## src/design/wlba_pkg.sv

```systemverilog
// Shared types and constants for the wear-leveling block allocator.
`timescale 1ns / 1ps
package wlba_pkg;

   typedef logic [1:0] mode_type;

   // configuration register indexes
   localparam int CSR_INDEX_W = 2;
   localparam int CSR_DATA_W  = 16;
   localparam logic [CSR_INDEX_W-1:0] CSR_MODE     = 2'd0;
   localparam logic [CSR_INDEX_W-1:0] CSR_INTERVAL = 2'd1;
   localparam logic [CSR_INDEX_W-1:0] CSR_LIMIT    = 2'd2;

   // leveling modes; the unused code behaves as dynamic only
   localparam mode_type MODE_NONE    = 2'd0;
   localparam mode_type MODE_DYNAMIC = 2'd1;
   localparam mode_type MODE_STATIC  = 2'd2;

   // result and register field widths
   localparam int BLOCK_W    = 3;
   localparam int WEAR_OUT_W = 16;
   localparam int INTERVAL_W = 10;

   // register reset values
   localparam mode_type                RESET_MODE     = MODE_STATIC;
   localparam logic [INTERVAL_W-1:0]   RESET_INTERVAL = 10'd5;
   localparam logic [WEAR_OUT_W-1:0]   RESET_LIMIT    = 16'd100;

endpackage

```

## src/design/wlba_ram.sv

```systemverilog
// Generic single-write, single-read RAM with registered read data.
`timescale 1ns / 1ps
module wlba_ram #(
   parameter int WIDTH = 16,
   parameter int DEPTH = 8
) (
   input  logic                     clock,
   input  logic                     wr_en,
   input  logic [$clog2(DEPTH)-1:0] wr_addr,
   input  logic [WIDTH-1:0]         wr_data,
   input  logic [$clog2(DEPTH)-1:0] rd_addr,
   output logic [WIDTH-1:0]         rd_data
);

   logic [WIDTH-1:0] mem [DEPTH];
   logic [WIDTH-1:0] rd_data_ff;

   always_ff @(posedge clock) begin
      if (wr_en) begin
         mem[wr_addr] <= wr_data;
      end
      rd_data_ff <= mem[rd_addr];
   end

   assign rd_data = rd_data_ff;

endmodule

```

## src/design/wlba_alu.sv

```systemverilog
// Shared wear compare and saturating increment unit.
`timescale 1ns / 1ps
module wlba_alu #(
   parameter int WEAR_WIDTH = 16
) (
   input  logic [WEAR_WIDTH-1:0] cmp_a,
   input  logic [WEAR_WIDTH-1:0] cmp_b,
   input  logic [WEAR_WIDTH-1:0] inc_src,
   output logic                  lt,
   output logic [WEAR_WIDTH-1:0] inc_sum
);

   assign lt      = (cmp_a < cmp_b);
   // counts stop at all ones
   assign inc_sum = (inc_src == '1) ? inc_src : inc_src + WEAR_WIDTH'(1);

endmodule

```

## src/design/wear_leveling_block_allocator.sv

```systemverilog
// Top level of the wear-leveling block allocator: sequencer, state and result registers.
`timescale 1ns / 1ps
// A request is taken only while idle; its strobe follows the dynamic scan and the wear bump,
// and also a static scan and two bumps when a static leveling step runs and finds both blocks.
// No new request is taken until the strobe is given and busy falls; each pass reads the
// wear RAM once per block through its single read port, one shared comparator deciding.
// Reset (synchronous): wear counts read as zero, cold marks set from INITIAL_WARM up,
// registers to mode 2 / interval 5 / limit 100. No clearing pass; the receiver cannot stall.
module wear_leveling_block_allocator #(
   parameter int NUM_BLOCKS   = 8,
   parameter int INITIAL_WARM = 5,
   parameter int WEAR_WIDTH   = 16
) (
   input  logic                                 clock,
   input  logic                                 reset,
   input  logic                                 start,
   output logic                                 busy,
   input  logic                                 req_write_request,
   output logic                                 rsp_strobe,
   output logic [wlba_pkg::BLOCK_W-1:0]         rsp_chosen_block,
   output logic [wlba_pkg::WEAR_OUT_W-1:0]      rsp_chosen_wear,
   output logic                                 rsp_static_done,
   output logic [wlba_pkg::BLOCK_W-1:0]         rsp_static_source,
   output logic [wlba_pkg::BLOCK_W-1:0]         rsp_static_target,
   output logic                                 rsp_limit_reached,
   input  logic                                 csr_write_enable,
   input  logic [wlba_pkg::CSR_INDEX_W-1:0]     csr_index,
   input  logic [wlba_pkg::CSR_DATA_W-1:0]      csr_write_data
);

   localparam int IDX_W = $clog2(NUM_BLOCKS);
   localparam int CNT_W = $clog2(NUM_BLOCKS + 1);
   localparam int INT_W = wlba_pkg::INTERVAL_W;

   // sequencer states
   localparam logic [2:0] S_IDLE   = 3'd0;
   localparam logic [2:0] S_DSCAN  = 3'd1; // least-worn warm block
   localparam logic [2:0] S_DBUMP  = 3'd2; // count the host write
   localparam logic [2:0] S_SSCAN  = 3'd3; // least-worn cold and most-worn warm
   localparam logic [2:0] S_SBUMPC = 3'd4; // cold block turns warm
   localparam logic [2:0] S_SBUMPW = 3'd5; // warm block turns cold
   localparam logic [2:0] S_DONE   = 3'd6; // result strobe

   // control state
   logic [2:0]            state_ff, state_in;
   logic [CNT_W-1:0]      cnt_ff, cnt_in;
   logic                  rd_vld_ff, rd_vld_in;
   logic                  found_ff, found_in;
   logic                  have_w_ff, have_w_in;
   logic [NUM_BLOCKS-1:0] valid_ff, valid_in;
   logic [NUM_BLOCKS-1:0] cold_ff, cold_in;
   logic [INT_W-1:0]      wss_ff, wss_in;
   logic [WEAR_WIDTH-1:0] highest_ff, highest_in;
   wlba_pkg::mode_type    mode_ff, mode_in;
   logic [INT_W-1:0]      interval_ff, interval_in;
   logic [wlba_pkg::WEAR_OUT_W-1:0] limit_ff, limit_in;

   // payload
   logic [IDX_W-1:0]      rd_idx_ff, rd_idx_in;
   logic [IDX_W-1:0]      best_idx_ff, best_idx_in;
   logic [WEAR_WIDTH-1:0] best_wear_ff, best_wear_in;
   logic [IDX_W-1:0]      wmax_idx_ff, wmax_idx_in;
   logic [WEAR_WIDTH-1:0] wmax_wear_ff, wmax_wear_in;
   logic [WEAR_WIDTH-1:0] w0_ff, w0_in;
   logic [wlba_pkg::BLOCK_W-1:0]    blk_ff, blk_in;
   logic [wlba_pkg::WEAR_OUT_W-1:0] wear_ff, wear_in;
   logic                            sdone_ff, sdone_in;
   logic [wlba_pkg::BLOCK_W-1:0]    src_ff, src_in;
   logic [wlba_pkg::BLOCK_W-1:0]    tgt_ff, tgt_in;

   // RAM and shared unit
   logic                  ram_we;
   logic [IDX_W-1:0]      ram_waddr;
   logic [WEAR_WIDTH-1:0] ram_wdata;
   logic [WEAR_WIDTH-1:0] ram_q;
   logic [WEAR_WIDTH-1:0] cmp_a, cmp_b, inc_src, inc_sum;
   logic                  lt;

   // scan element and helpers
   logic [WEAR_WIDTH-1:0] elem;
   logic                  elem_cold;
   logic                  cand_dyn;
   logic                  scan_last;
   logic [IDX_W-1:0]      dyn_idx;
   logic [INT_W:0]        wss_next;
   logic [INT_W-1:0]      interval_eff;
   logic                  fire;
   logic [31:0]           dyn_idx_ext, best_idx_ext, wmax_idx_ext, inc_ext;
   logic [31:0]           highest_ext, limit_ext;

   wlba_ram #(
      .WIDTH (WEAR_WIDTH),
      .DEPTH (NUM_BLOCKS)
   ) u_wear_ram (
      .clock   (clock),
      .wr_en   (ram_we),
      .wr_addr (ram_waddr),
      .wr_data (ram_wdata),
      .rd_addr (cnt_ff[IDX_W-1:0]),
      .rd_data (ram_q)
   );

   wlba_alu #(
      .WEAR_WIDTH (WEAR_WIDTH)
   ) u_alu (
      .cmp_a   (cmp_a),
      .cmp_b   (cmp_b),
      .inc_src (inc_src),
      .lt      (lt),
      .inc_sum (inc_sum)
   );

   // unwritten entries read as zero
   assign elem      = valid_ff[rd_idx_ff] ? ram_q : '0;
   assign elem_cold = cold_ff[rd_idx_ff];
   // mode 0 only ever considers block 0
   assign cand_dyn  = (mode_ff == wlba_pkg::MODE_NONE) ? (rd_idx_ff == '0) : !elem_cold;
   assign scan_last = (cnt_ff == CNT_W'(NUM_BLOCKS));
   // no candidate found: fall back to block 0
   assign dyn_idx   = found_ff ? best_idx_ff : '0;

   assign wss_next     = {1'b0, wss_ff} + (INT_W + 1)'(1);
   assign interval_eff = (interval_ff == '0) ? INT_W'(1) : interval_ff;
   assign fire         = (wss_next >= {1'b0, interval_eff});

   assign dyn_idx_ext  = 32'(dyn_idx);
   assign best_idx_ext = 32'(best_idx_ff);
   assign wmax_idx_ext = 32'(wmax_idx_ff);
   assign inc_ext      = 32'(inc_sum);
   assign highest_ext  = 32'(highest_ff);
   assign limit_ext    = 32'(limit_ff);

   // operand steering for the shared unit
   always_comb begin
      cmp_a   = elem;
      cmp_b   = best_wear_ff;
      inc_src = best_wear_ff;
      case (state_ff)
         S_SSCAN: begin
            if (!elem_cold) begin
               cmp_a = wmax_wear_ff;
               cmp_b = elem;
            end
         end
         S_DBUMP: begin
            cmp_a   = highest_ff;
            cmp_b   = inc_sum;
            inc_src = found_ff ? best_wear_ff : w0_ff;
         end
         S_SBUMPC: begin
            cmp_a   = highest_ff;
            cmp_b   = inc_sum;
            inc_src = best_wear_ff;
         end
         S_SBUMPW: begin
            cmp_a   = highest_ff;
            cmp_b   = inc_sum;
            inc_src = wmax_wear_ff;
         end
         default: begin
            cmp_a = elem;
         end
      endcase
   end

   // sequencer and next state
   always_comb begin
      state_in     = state_ff;
      cnt_in       = cnt_ff;
      rd_vld_in    = 1'b0;
      rd_idx_in    = cnt_ff[IDX_W-1:0];
      found_in     = found_ff;
      have_w_in    = have_w_ff;
      valid_in     = valid_ff;
      cold_in      = cold_ff;
      wss_in       = wss_ff;
      highest_in   = highest_ff;
      best_idx_in  = best_idx_ff;
      best_wear_in = best_wear_ff;
      wmax_idx_in  = wmax_idx_ff;
      wmax_wear_in = wmax_wear_ff;
      w0_in        = w0_ff;
      blk_in       = blk_ff;
      wear_in      = wear_ff;
      sdone_in     = sdone_ff;
      src_in       = src_ff;
      tgt_in       = tgt_ff;
      ram_we       = 1'b0;
      ram_waddr    = best_idx_ff;
      ram_wdata    = inc_sum;

      case (state_ff)
         S_IDLE: begin
            if (start && req_write_request) begin
               state_in  = S_DSCAN;
               cnt_in    = '0;
               found_in  = 1'b0;
               have_w_in = 1'b0;
            end
         end
         S_DSCAN: begin
            // one read issued per cycle, its data compared in the next cycle
            cnt_in    = cnt_ff + CNT_W'(1);
            rd_vld_in = (cnt_ff < CNT_W'(NUM_BLOCKS));
            if (rd_vld_ff) begin
               if (rd_idx_ff == '0) begin
                  w0_in = elem;
               end
               // strict compare keeps the lowest index on a tie
               if (cand_dyn && (!found_ff || lt)) begin
                  found_in     = 1'b1;
                  best_idx_in  = rd_idx_ff;
                  best_wear_in = elem;
               end
            end
            if (scan_last) begin
               state_in = S_DBUMP;
            end
         end
         S_DBUMP: begin
            ram_we             = 1'b1;
            ram_waddr          = dyn_idx;
            valid_in[dyn_idx]  = 1'b1;
            if (lt) begin
               highest_in = inc_sum;
            end
            blk_in   = dyn_idx_ext[wlba_pkg::BLOCK_W-1:0];
            wear_in  = inc_ext[wlba_pkg::WEAR_OUT_W-1:0];
            sdone_in = 1'b0;
            src_in   = '0;
            tgt_in   = '0;
            if (fire) begin
               wss_in = '0;
            end else begin
               wss_in = wss_next[INT_W-1:0];
            end
            if (fire && (mode_ff == wlba_pkg::MODE_STATIC)) begin
               state_in  = S_SSCAN;
               cnt_in    = '0;
               found_in  = 1'b0;
               have_w_in = 1'b0;
            end else begin
               state_in = S_DONE;
            end
         end
         S_SSCAN: begin
            // cold blocks feed the minimum, warm blocks the maximum
            cnt_in    = cnt_ff + CNT_W'(1);
            rd_vld_in = (cnt_ff < CNT_W'(NUM_BLOCKS));
            if (rd_vld_ff) begin
               if (elem_cold && (!found_ff || lt)) begin
                  found_in     = 1'b1;
                  best_idx_in  = rd_idx_ff;
                  best_wear_in = elem;
               end
               if (!elem_cold && (!have_w_ff || lt)) begin
                  have_w_in    = 1'b1;
                  wmax_idx_in  = rd_idx_ff;
                  wmax_wear_in = elem;
               end
            end
            // the last block is compared in this same cycle
            if (scan_last) begin
               state_in = (found_in && have_w_in) ? S_SBUMPC : S_DONE;
            end
         end
         S_SBUMPC: begin
            ram_we                = 1'b1;
            ram_waddr             = best_idx_ff;
            valid_in[best_idx_ff] = 1'b1;
            cold_in[best_idx_ff]  = 1'b0;
            if (lt) begin
               highest_in = inc_sum;
            end
            state_in = S_SBUMPW;
         end
         S_SBUMPW: begin
            ram_we                = 1'b1;
            ram_waddr             = wmax_idx_ff;
            valid_in[wmax_idx_ff] = 1'b1;
            cold_in[wmax_idx_ff]  = 1'b1;
            if (lt) begin
               highest_in = inc_sum;
            end
            sdone_in = 1'b1;
            src_in   = best_idx_ext[wlba_pkg::BLOCK_W-1:0];
            tgt_in   = wmax_idx_ext[wlba_pkg::BLOCK_W-1:0];
            state_in = S_DONE;
         end
         S_DONE: begin
            state_in = S_IDLE;
         end
         default: begin
            state_in = S_IDLE;
         end
      endcase
   end

   // configuration writes, which the user must make only while idle; the block leaves this unchecked
   always_comb begin
      mode_in     = mode_ff;
      interval_in = interval_ff;
      limit_in    = limit_ff;
      if (csr_write_enable) begin
         case (csr_index)
            wlba_pkg::CSR_MODE:     mode_in     = csr_write_data[1:0];
            wlba_pkg::CSR_INTERVAL: interval_in = csr_write_data[INT_W-1:0];
            wlba_pkg::CSR_LIMIT:    limit_in    = csr_write_data;
            default: begin
               mode_in = mode_ff;
            end
         endcase
      end
   end

   always_ff @(posedge clock) begin
      if (reset) begin
         state_ff    <= S_IDLE;
         cnt_ff      <= '0;
         rd_vld_ff   <= 1'b0;
         found_ff    <= 1'b0;
         have_w_ff   <= 1'b0;
         valid_ff    <= '0;
         for (int i = 0; i < NUM_BLOCKS; i++) begin
            cold_ff[i] <= (i >= INITIAL_WARM);
         end
         wss_ff      <= '0;
         highest_ff  <= '0;
         mode_ff     <= wlba_pkg::RESET_MODE;
         interval_ff <= wlba_pkg::RESET_INTERVAL;
         limit_ff    <= wlba_pkg::RESET_LIMIT;
      end else begin
         state_ff    <= state_in;
         cnt_ff      <= cnt_in;
         rd_vld_ff   <= rd_vld_in;
         found_ff    <= found_in;
         have_w_ff   <= have_w_in;
         valid_ff    <= valid_in;
         cold_ff     <= cold_in;
         wss_ff      <= wss_in;
         highest_ff  <= highest_in;
         mode_ff     <= mode_in;
         interval_ff <= interval_in;
         limit_ff    <= limit_in;
      end
   end

   always_ff @(posedge clock) begin
      rd_idx_ff    <= rd_idx_in;
      best_idx_ff  <= best_idx_in;
      best_wear_ff <= best_wear_in;
      wmax_idx_ff  <= wmax_idx_in;
      wmax_wear_ff <= wmax_wear_in;
      w0_ff        <= w0_in;
      blk_ff       <= blk_in;
      wear_ff      <= wear_in;
      sdone_ff     <= sdone_in;
      src_ff       <= src_in;
      tgt_ff       <= tgt_in;
   end

   assign busy              = (state_ff != S_IDLE);
   assign rsp_strobe        = (state_ff == S_DONE);
   assign rsp_chosen_block  = blk_ff;
   assign rsp_chosen_wear   = wear_ff;
   assign rsp_static_done   = sdone_ff;
   assign rsp_static_source = src_ff;
   assign rsp_static_target = tgt_ff;
   assign rsp_limit_reached = (highest_ext >= limit_ext);

endmodule

```

## config.mk

```make
export PLATFORM = sky130hd
export DESIGN_NAME = wear_leveling_block_allocator
export DESIGN_NICKNAME = d
export VERILOG_FILES = /design/src/design/wlba_pkg.sv /design/src/design/wlba_ram.sv /design/src/design/wlba_alu.sv /design/src/design/wear_leveling_block_allocator.sv
export SDC_FILE = /design/constraint.sdc
export NUM_CORES = 1
export LEC_CHECK = 0
export ABC_AREA = 1
export BUFFER_PORTS_ARGS = -buffer_cell sky130_fd_sc_hd__buf_2
export CORE_ASPECT_RATIO = 0.75
export CORE_MARGIN = 2
export CORE_UTILIZATION = 62
export CTS_BUF_LIST = sky130_fd_sc_hd__clkbuf_16
export CTS_CLUSTER_SIZE = 30
export DETAILED_ROUTE_END_ITERATION = 8
export MAX_ROUTING_LAYER = met4
export PLACE_DENSITY = 0.9
export SYNTH_ARGS = -nofsm -noshare
export SYNTH_HDL_FRONTEND = slang
export SYNTH_SLANG_ARGS = --single-unit
```

## constraint.sdc

```tcl
create_clock -name clock -period 7.2 [get_ports clock]
set_input_delay 1.44 -clock clock [delete_from_list [all_inputs] [get_ports clock]]
set_output_delay 1.44 -clock clock [all_outputs]
set_load 0.05 [all_outputs]
```

==> impl_metrics.ini, run 1 <==
[floorplan]
die_y_um = 135
pin_count = 52
core-area_mm2 = 0.0222
dieArea_mm2 = 0.0240
initial_core_util = 0.636
die_x_um = 178
num_rows = 47

[sta]
period_minus_slack_ns = 6.50
finClkSkew_ns = 0.00778
fin_tns_setup_ns = 0
grt_setup_unrepaired = false
slew_viol_final = 0
setup_viol = 0
fin_hold_ws_ns = 0.422
hold_viol_final = 0
worst_pin_slew_ns = 1.12
period_share = 0.903
fmax_ghz = 0.154
maxSlewHeadroom = 0.252

[placement]
place_congestion = 0.987
placed_cell_area_mm2 = 0.0147
dp_hpwl_um = 22700
numPortBuffers = 51

[global_routing]
grt_pass1_wl_um = 55000
antenna_found_initial = 0
grt_pass1_vias = 10600
grt_start_max_net_pins = 70
grtUsageTotal = 0.304
grt-ovfl-total = 0

[routing]
ant_nets = 0
drtIter0Drc = 1456
num_vias = 11000
wl_per_cell_um = 19.1
vias_per_cell = 6.05
first_pass_iters = 9
drt_wl_total_um = 34700
drcViolationCount = 1

[clock_tree]
cts_tree = yes
clkLatencyLatePin_ns = 0.54
cts_num_sinks = 307
postCtsSetupBuffers = 0
h-tree-depth = 1
cts_made_buffers = 28
cts_resized = 0
clkSlewWorstSetupHoldPaths_ns = 0.06
clockBufferDepth = 3
hold_buffers = 0
cts-root-buf = clkbuf_16

[finish]
design_area_mm2 = 0.0155
num_antenna_cells = 0
multiInputGateArea_mm2 = 0.00492
drive_gt1_frac = 0.108
area_growth_pct = 9.81
ff_latch_area_mm2 = 0.00823
fin_nets = 1578
fillerInstances = 1574

[job]
drv_cap = 0

[setup_path]
arrival_ns = 6.72
critPathTopFamily = simple AND/OR/NAND/NOR gates
slowest_stage = nand3_2
crit_type = reg -> reg
required_ns = 7.42
crit_fanout = 23
start_kind = flop
worst-path-buf-inv = 4
crit_path_end_kind = flop
critPathMaxStageDelay_ns = 0.58

[synthesis]
synth_ff_type = edfxtp_1
async_reset_ff_frac = 0
synth_nets = 1529
syn_inst = 1461
synth.avg_cell_area_um2 = 9.64
yosysUniqueCellTypes = 49
synth_edf_count = 208
yosysWarnings = 0
seq_area_frac_synth = 0.584
netlist_area_mm2 = 0.0141
synth-seq-cells = 307

[power]
total_power_w = 0.00475
powerDensity_mw_per_mm2 = 307
ir_drop_uv = 216
p_leak_nw = 6.15

[min_path]
hold_class = reg -> reg

[outcome]
outcome = complete, but fails checks
violations = DRC
-- synthesized netlist by cell type (4+ instances only) --
cell         n  share of area
xor2_1      13         0.0081
inv_1      175          0.047
buf_6        5         0.0040
a221oi_1     6         0.0037
clkbuf_1    44          0.012
dfxtp_1     99           0.14
nand2_2     13         0.0058
nor3_1      19         0.0067
nand3_2     11         0.0078
o21ai_0    125          0.044
a31oi_1     21         0.0093
o2111ai_1   10         0.0062
nand4_1      8         0.0036
o211ai_1     8         0.0043
o221ai_1    17          0.011
a211oi_1     4         0.0021
nor2_1     197          0.052
inv_2        5         0.0013
nor2_4       7         0.0056
ha_1        45          0.040
edfxtp_1   208           0.44
a211oi_2     4         0.0036
o21ai_1      9         0.0032
nand2_1    222          0.059
o22ai_1     20         0.0089
nor4_1       8         0.0036
xnor2_1      4         0.0025
a21oi_1     78          0.028
nand3_1     40          0.014
buf_2        6         0.0021
-- kinds of logic after synthesis --
logic type / after synthesis / synth area share
buf+inv: 241 / 0.0678
fa+ha+maj: 45 / 0.0400
xor+xnor: 17 / 0.0106
compound gates: 316 / 0.132
simple gates: 535 / 0.166
flops: 307 / 0.584
-- cell usage in the layout, fill, tap and decap left out, types with 4 or more instances in the layout --
cell type,instances
nand2_1,222
edfxtp_1,208
nor2_1,197
inv_1,182
o21ai_0,125
dfxtp_1,98
a21oi_1,77
buf_2,51
ha_1,45
nand3_1,40
clkbuf_16,29
buf_4,27
a31oi_1,21
o22ai_1,20
nor3_1,19
o221ai_1,17
nand2_2,13
xor2_1,13
nand3_2,11
o2111ai_1,10
o21ai_1,9
clkinv_1,8
o211ai_1,8
nand4_1,8
nor2_4,7
nor4_1,7
a221oi_1,6
inv_2,5
xnor2_1,4
a211oi_2,4
a211oi_1,4
-- layout make-up --
type,count,share of cell area
sequential,307,0.532
multi-input combinational,913,0.318
clock buffer,29,0.0469
inverter,182,0.0443
timing repair buffer,78,0.0296
tap,294,0.0238
clock inverter,20,0.00582
-- power breakdown --
group	total, W	internal (W)	switching (W)
clock network	0.00135	0.000722	0.000625
logic	0.00125	0.000343	0.000911
registers	0.00215	0.00208	0.0000710
total	0.00475	0.00315	0.00161
-- sequential cells by signal, indices dropped and copies added, names as in the netlist, 2 cells and up --
name	cells
best_wear_ff	16
cnt_ff	4
wss_ff	10
state_ff	3
limit_ff	16
cold_ff	8
u_wear_ram.rd_data	16
valid_ff	8
wmax_wear_ff	16
mode_ff	2
best_idx_ff	3
rsp_chosen_wear	16
rsp_static_target	3
interval_ff	10
highest_ff	16
rsp_static_source	3
rsp_chosen_block	3
rd_idx_ff	3
w0_ff	16
wmax_idx_ff	3
u_wear_ram.mem	128
-- worst register-to-register path: cells and delay by family, from the launching register on --
family | cells | cell delay (ns)
AOI/OAI and AO/OA | 5 | 1.08
adders and majority gates | 2 | 0.57
buffers and inverters | 4 | 0.56
DFF | 1 | 0.53
and+or+nand+nor | 21 | 3.40
-- stage by stage --
stage | worst slack, ns | util | instances
final | 0.699 | 0.698 | 1823
after global routing | 0.214 | 0.698 | 1823
after CTS | 0.901 | 0.698 | 1823
after detailed placement | 0.972 | 0.661 | 1774
after global placement | 1.25 | 0.661 | 1774
after floorplan | 1.91 | - | 1461
-- worst paths after layout --
check              start                to  slack (ns)  depth (start not counted)
min            cnt_ff[2]      rd_idx_ff[2]        0.42                          0
max          state_ff[2]  best_wear_ff[12]        0.70                         32
min reg2reg    cnt_ff[2]      rd_idx_ff[2]        0.42                          0
max reg2reg  state_ff[2]  best_wear_ff[12]        0.70                         32
-- routing by layer --
metal,vias to the layer above,global-route usage,part of all wire
met4,0,0.124,0.040
met2,661,0.463,0.46
met5,-,-,0
met3,128,0.0465,0.10
met1,5143,0.412,0.40
li1,5104,-,-
Note: power is estimated with default switching activity, not from simulation.
==> run 2, diff against run 1 <==
--- a/config.mk
+++ b/config.mk
@@ -17,4 +17,5 @@
 export PLACE_DENSITY = 0.9
 export SYNTH_ARGS = -nofsm -noshare
 export SYNTH_HDL_FRONTEND = slang
+export SYNTH_HIERARCHICAL = 1
 export SYNTH_SLANG_ARGS = --single-unit
==> impl_metrics.ini, run 2 <==
[setup_path]
arrival_ns = 6.43
crit_type = reg -> reg
required_ns = 7.42
start_kind = flop
crit_path_end_kind = flop
crit_fanout = 19

[synthesis]
yosysWarnings = 6
synth_nets = 1710
seq_area_frac_synth = 0.551
synth_top_cells_by_count = nand2_1 (426), inv_1 (298), edfxtp_1 (208)
yosys-top-cells-area = edfxtp_1 (42%), dfxtp_1 (13%), nand2_1 (11%)
synth.avg_cell_area_um2 = 9.10
synth_edf_count = 208
yosysUniqueCellTypes = 47
synth_top_area_frac = 0.418
synth_most_common_cell = nand2_1
async_reset_ff_frac = 0
synth-seq-cells = 307
syn_inst = 1642
netlist_area_mm2 = 0.0149
synth_ff_type = edfxtp_1
synth_top_area_cell = edfxtp_1

[finish]
largest_register_ffs = 128
layout_common_cells = nand2_1 (426), inv_1 (301), edfxtp_1 (208), nand3_1 (125), dfxtp_1 (98)
fin_nets = 1754
mostFrequentLayoutCell = nand2_1
fin_util = 0.681
drive_gt1_frac = 0.118
area_growth_pct = 8.63
regMostFlops = u_wear_ram/mem

[floorplan]
dieArea_mm2 = 0.0254
core-area_mm2 = 0.0238
pin_count = 52
die_y_um = 138
die_x_um = 183
initial_core_util = 0.627
num_rows = 49

[clock_tree]
clkSlewWorstSetupHoldPaths_ns = 0.07
cts_num_sinks = 307
cts-root-buf = clkbuf_16
cts_resized = 0
clockBufferDepth = 3
h-tree-depth = 1
postCtsSetupBuffers = 0
clkLatencyLatePin_ns = 0.56
cts_tree = yes
hold_buffers = 0
cts_made_buffers = 29

[routing]
vias_per_cell = 5.75
drcViolationCount = 0
wl_per_cell_um = 18.2
ant_nets = 0
num_vias = 11600
drt_wl_total_um = 36800
drtIter0Drc = 1511
first_pass_iters = 6

[outcome]
outcome = completed

[placement]
dp_hpwl_um = 24500
place_congestion = 0.986
numPortBuffers = 51
place_ws_ns = 1.27

[power]
ir_drop_uv = 245
powerDensity_mw_per_mm2 = 309
p_leak_nw = 7.18

[global_routing]
globalRouteMet1Util = 0.412
grtUsageTotal = 0.300
grt_start_max_net_pins = 68
top_usage_layer = met2
grt_use_met2 = 0.462
grt-ovfl-total = 0
antenna_found_initial = 1
grt_pass1_wl_um = 58000
grt_pass1_vias = 11100
use_met3 = 0.0501

[sta]
finClkSkew_ns = 0.0243
period_minus_slack_ns = 6.21
slew_viol_final = 0
worst_pin_slew_ns = 1.31
period_share = 0.862
fin_tns_setup_ns = 0
hold_viol_final = 0
setup_viol = 0
timing.final.ws_setup_ns = 0.992
maxSlewHeadroom = 0.127
fmax_ghz = 0.161
grt_setup_unrepaired = false

[min_path]
hold_class = reg -> reg

[job]
drv_cap = 0
==> run 2: cell types whose count changed in the layout (fill, tap and decap cells not counted), sizes merged, moves of 9 or more <==
cell	before	now
nand2	235	433
inv	188	319
nor2	207	98
nand3	53	130
o21ai	134	70
a31oi	21	2
o221ai	17	36
o22ai	20	2
o211ai	8	20
o2111ai	10	0
nor4	9	0
==> run 2: logic make-up after synthesis <==
group / synth area share
AND/OR/NAND/NOR: 0.200
buffers and inverters: 0.105
flip-flops: 0.551
AO/OA/AOI/OAI: 0.101
adder cells (fa/ha/maj): 0.0377
XOR/XNOR: 0.00586
==> run 2: power by group <==
group	total, W	internal [W]	leakage [nW]	switching, W
registers	0.00220	0.00210	2.70	0.0000990
logic	0.00136	0.000368	4.01	0.000993
clock network	0.00146	0.000793	0.476	0.000664
==> run 2: metal layers <==
| layer | part of all wire | vias to the layer above |
|---|---|---|
| li1 | - | 5449 |
| met1 | 0.41 | 5413 |
| met2 | 0.45 | 640 |
| met3 | 0.11 | 92 |
| met4 | 0.030 | 0 |
| met5 | 0 | - |
==> run 2: through the flow <==
| step | cell area, um^2 | cells | hold slack (ns) | total power (W) |
|---|---|---|---|---|
| after floorplan | 14900 | 1642 | 0.382 | 0.00322 |
| after global placement | 15300 | 1961 | 0.445 | 0.00350 |
| after detailed placement | 15300 | 1961 | 0.449 | 0.00355 |
| after CTS | 16200 | 2015 | 0.464 | 0.00499 |
| after global routing | 16200 | 2016 | 0.485 | 0.00525 |
| final | 16200 | 2016 | 0.462 | 0.00502 |
==> run 2: final cells by class <==
| type | instances | area [um^2] |
|---|---|---|
| well taps | 306 | 383 |
| diodes | 1 | 2.50 |
| fillers | 1742 | 7620 |
| clock buffers | 30 | 751 |
| repair buffers | 70 | 398 |
| flip-flops and latches | 307 | 8230 |
| multi-input cells | 967 | 5150 |
| clock inverters | 24 | 146 |
| inverters | 311 | 1170 |
==> run 2: critical path, stage by stage (launching register included) <==
cell and delay (ns):
dfxtp_1 0.44, inv_2 0.10, nor3_4 0.74, a21oi_4 0.36
o221ai_1 0.53, nand2_1 0.18, nor3_4 0.31, nand3_2 0.32
xor2_1 0.81, nand2_1 0.19, o221ai_2 0.10, nand2_1 0.07
nand2_1 0.06, nand2_1 0.06, nand2_1 0.06, nand2_1 0.05
nand2_1 0.05, nand2_1 0.09, a21oi_1 0.40, nor2_1 0.14
a21oi_1 0.21, nand2_1 0.11, a21oi_2 0.16, buf_4 0.30
==> run 2: path summary, 6_finish.rpt <==
path / to / slack [ns] / start / cells past startpoint
worst min-delay path: limit_ff[3] / 0.46 / limit_ff[3] / 2
worst min register to register: limit_ff[3] / 0.46 / limit_ff[3] / 2
worst max register to register: best_wear_ff[14] / 0.99 / state_ff[1] / 23
worst max-delay path: best_wear_ff[14] / 0.99 / state_ff[1] / 23
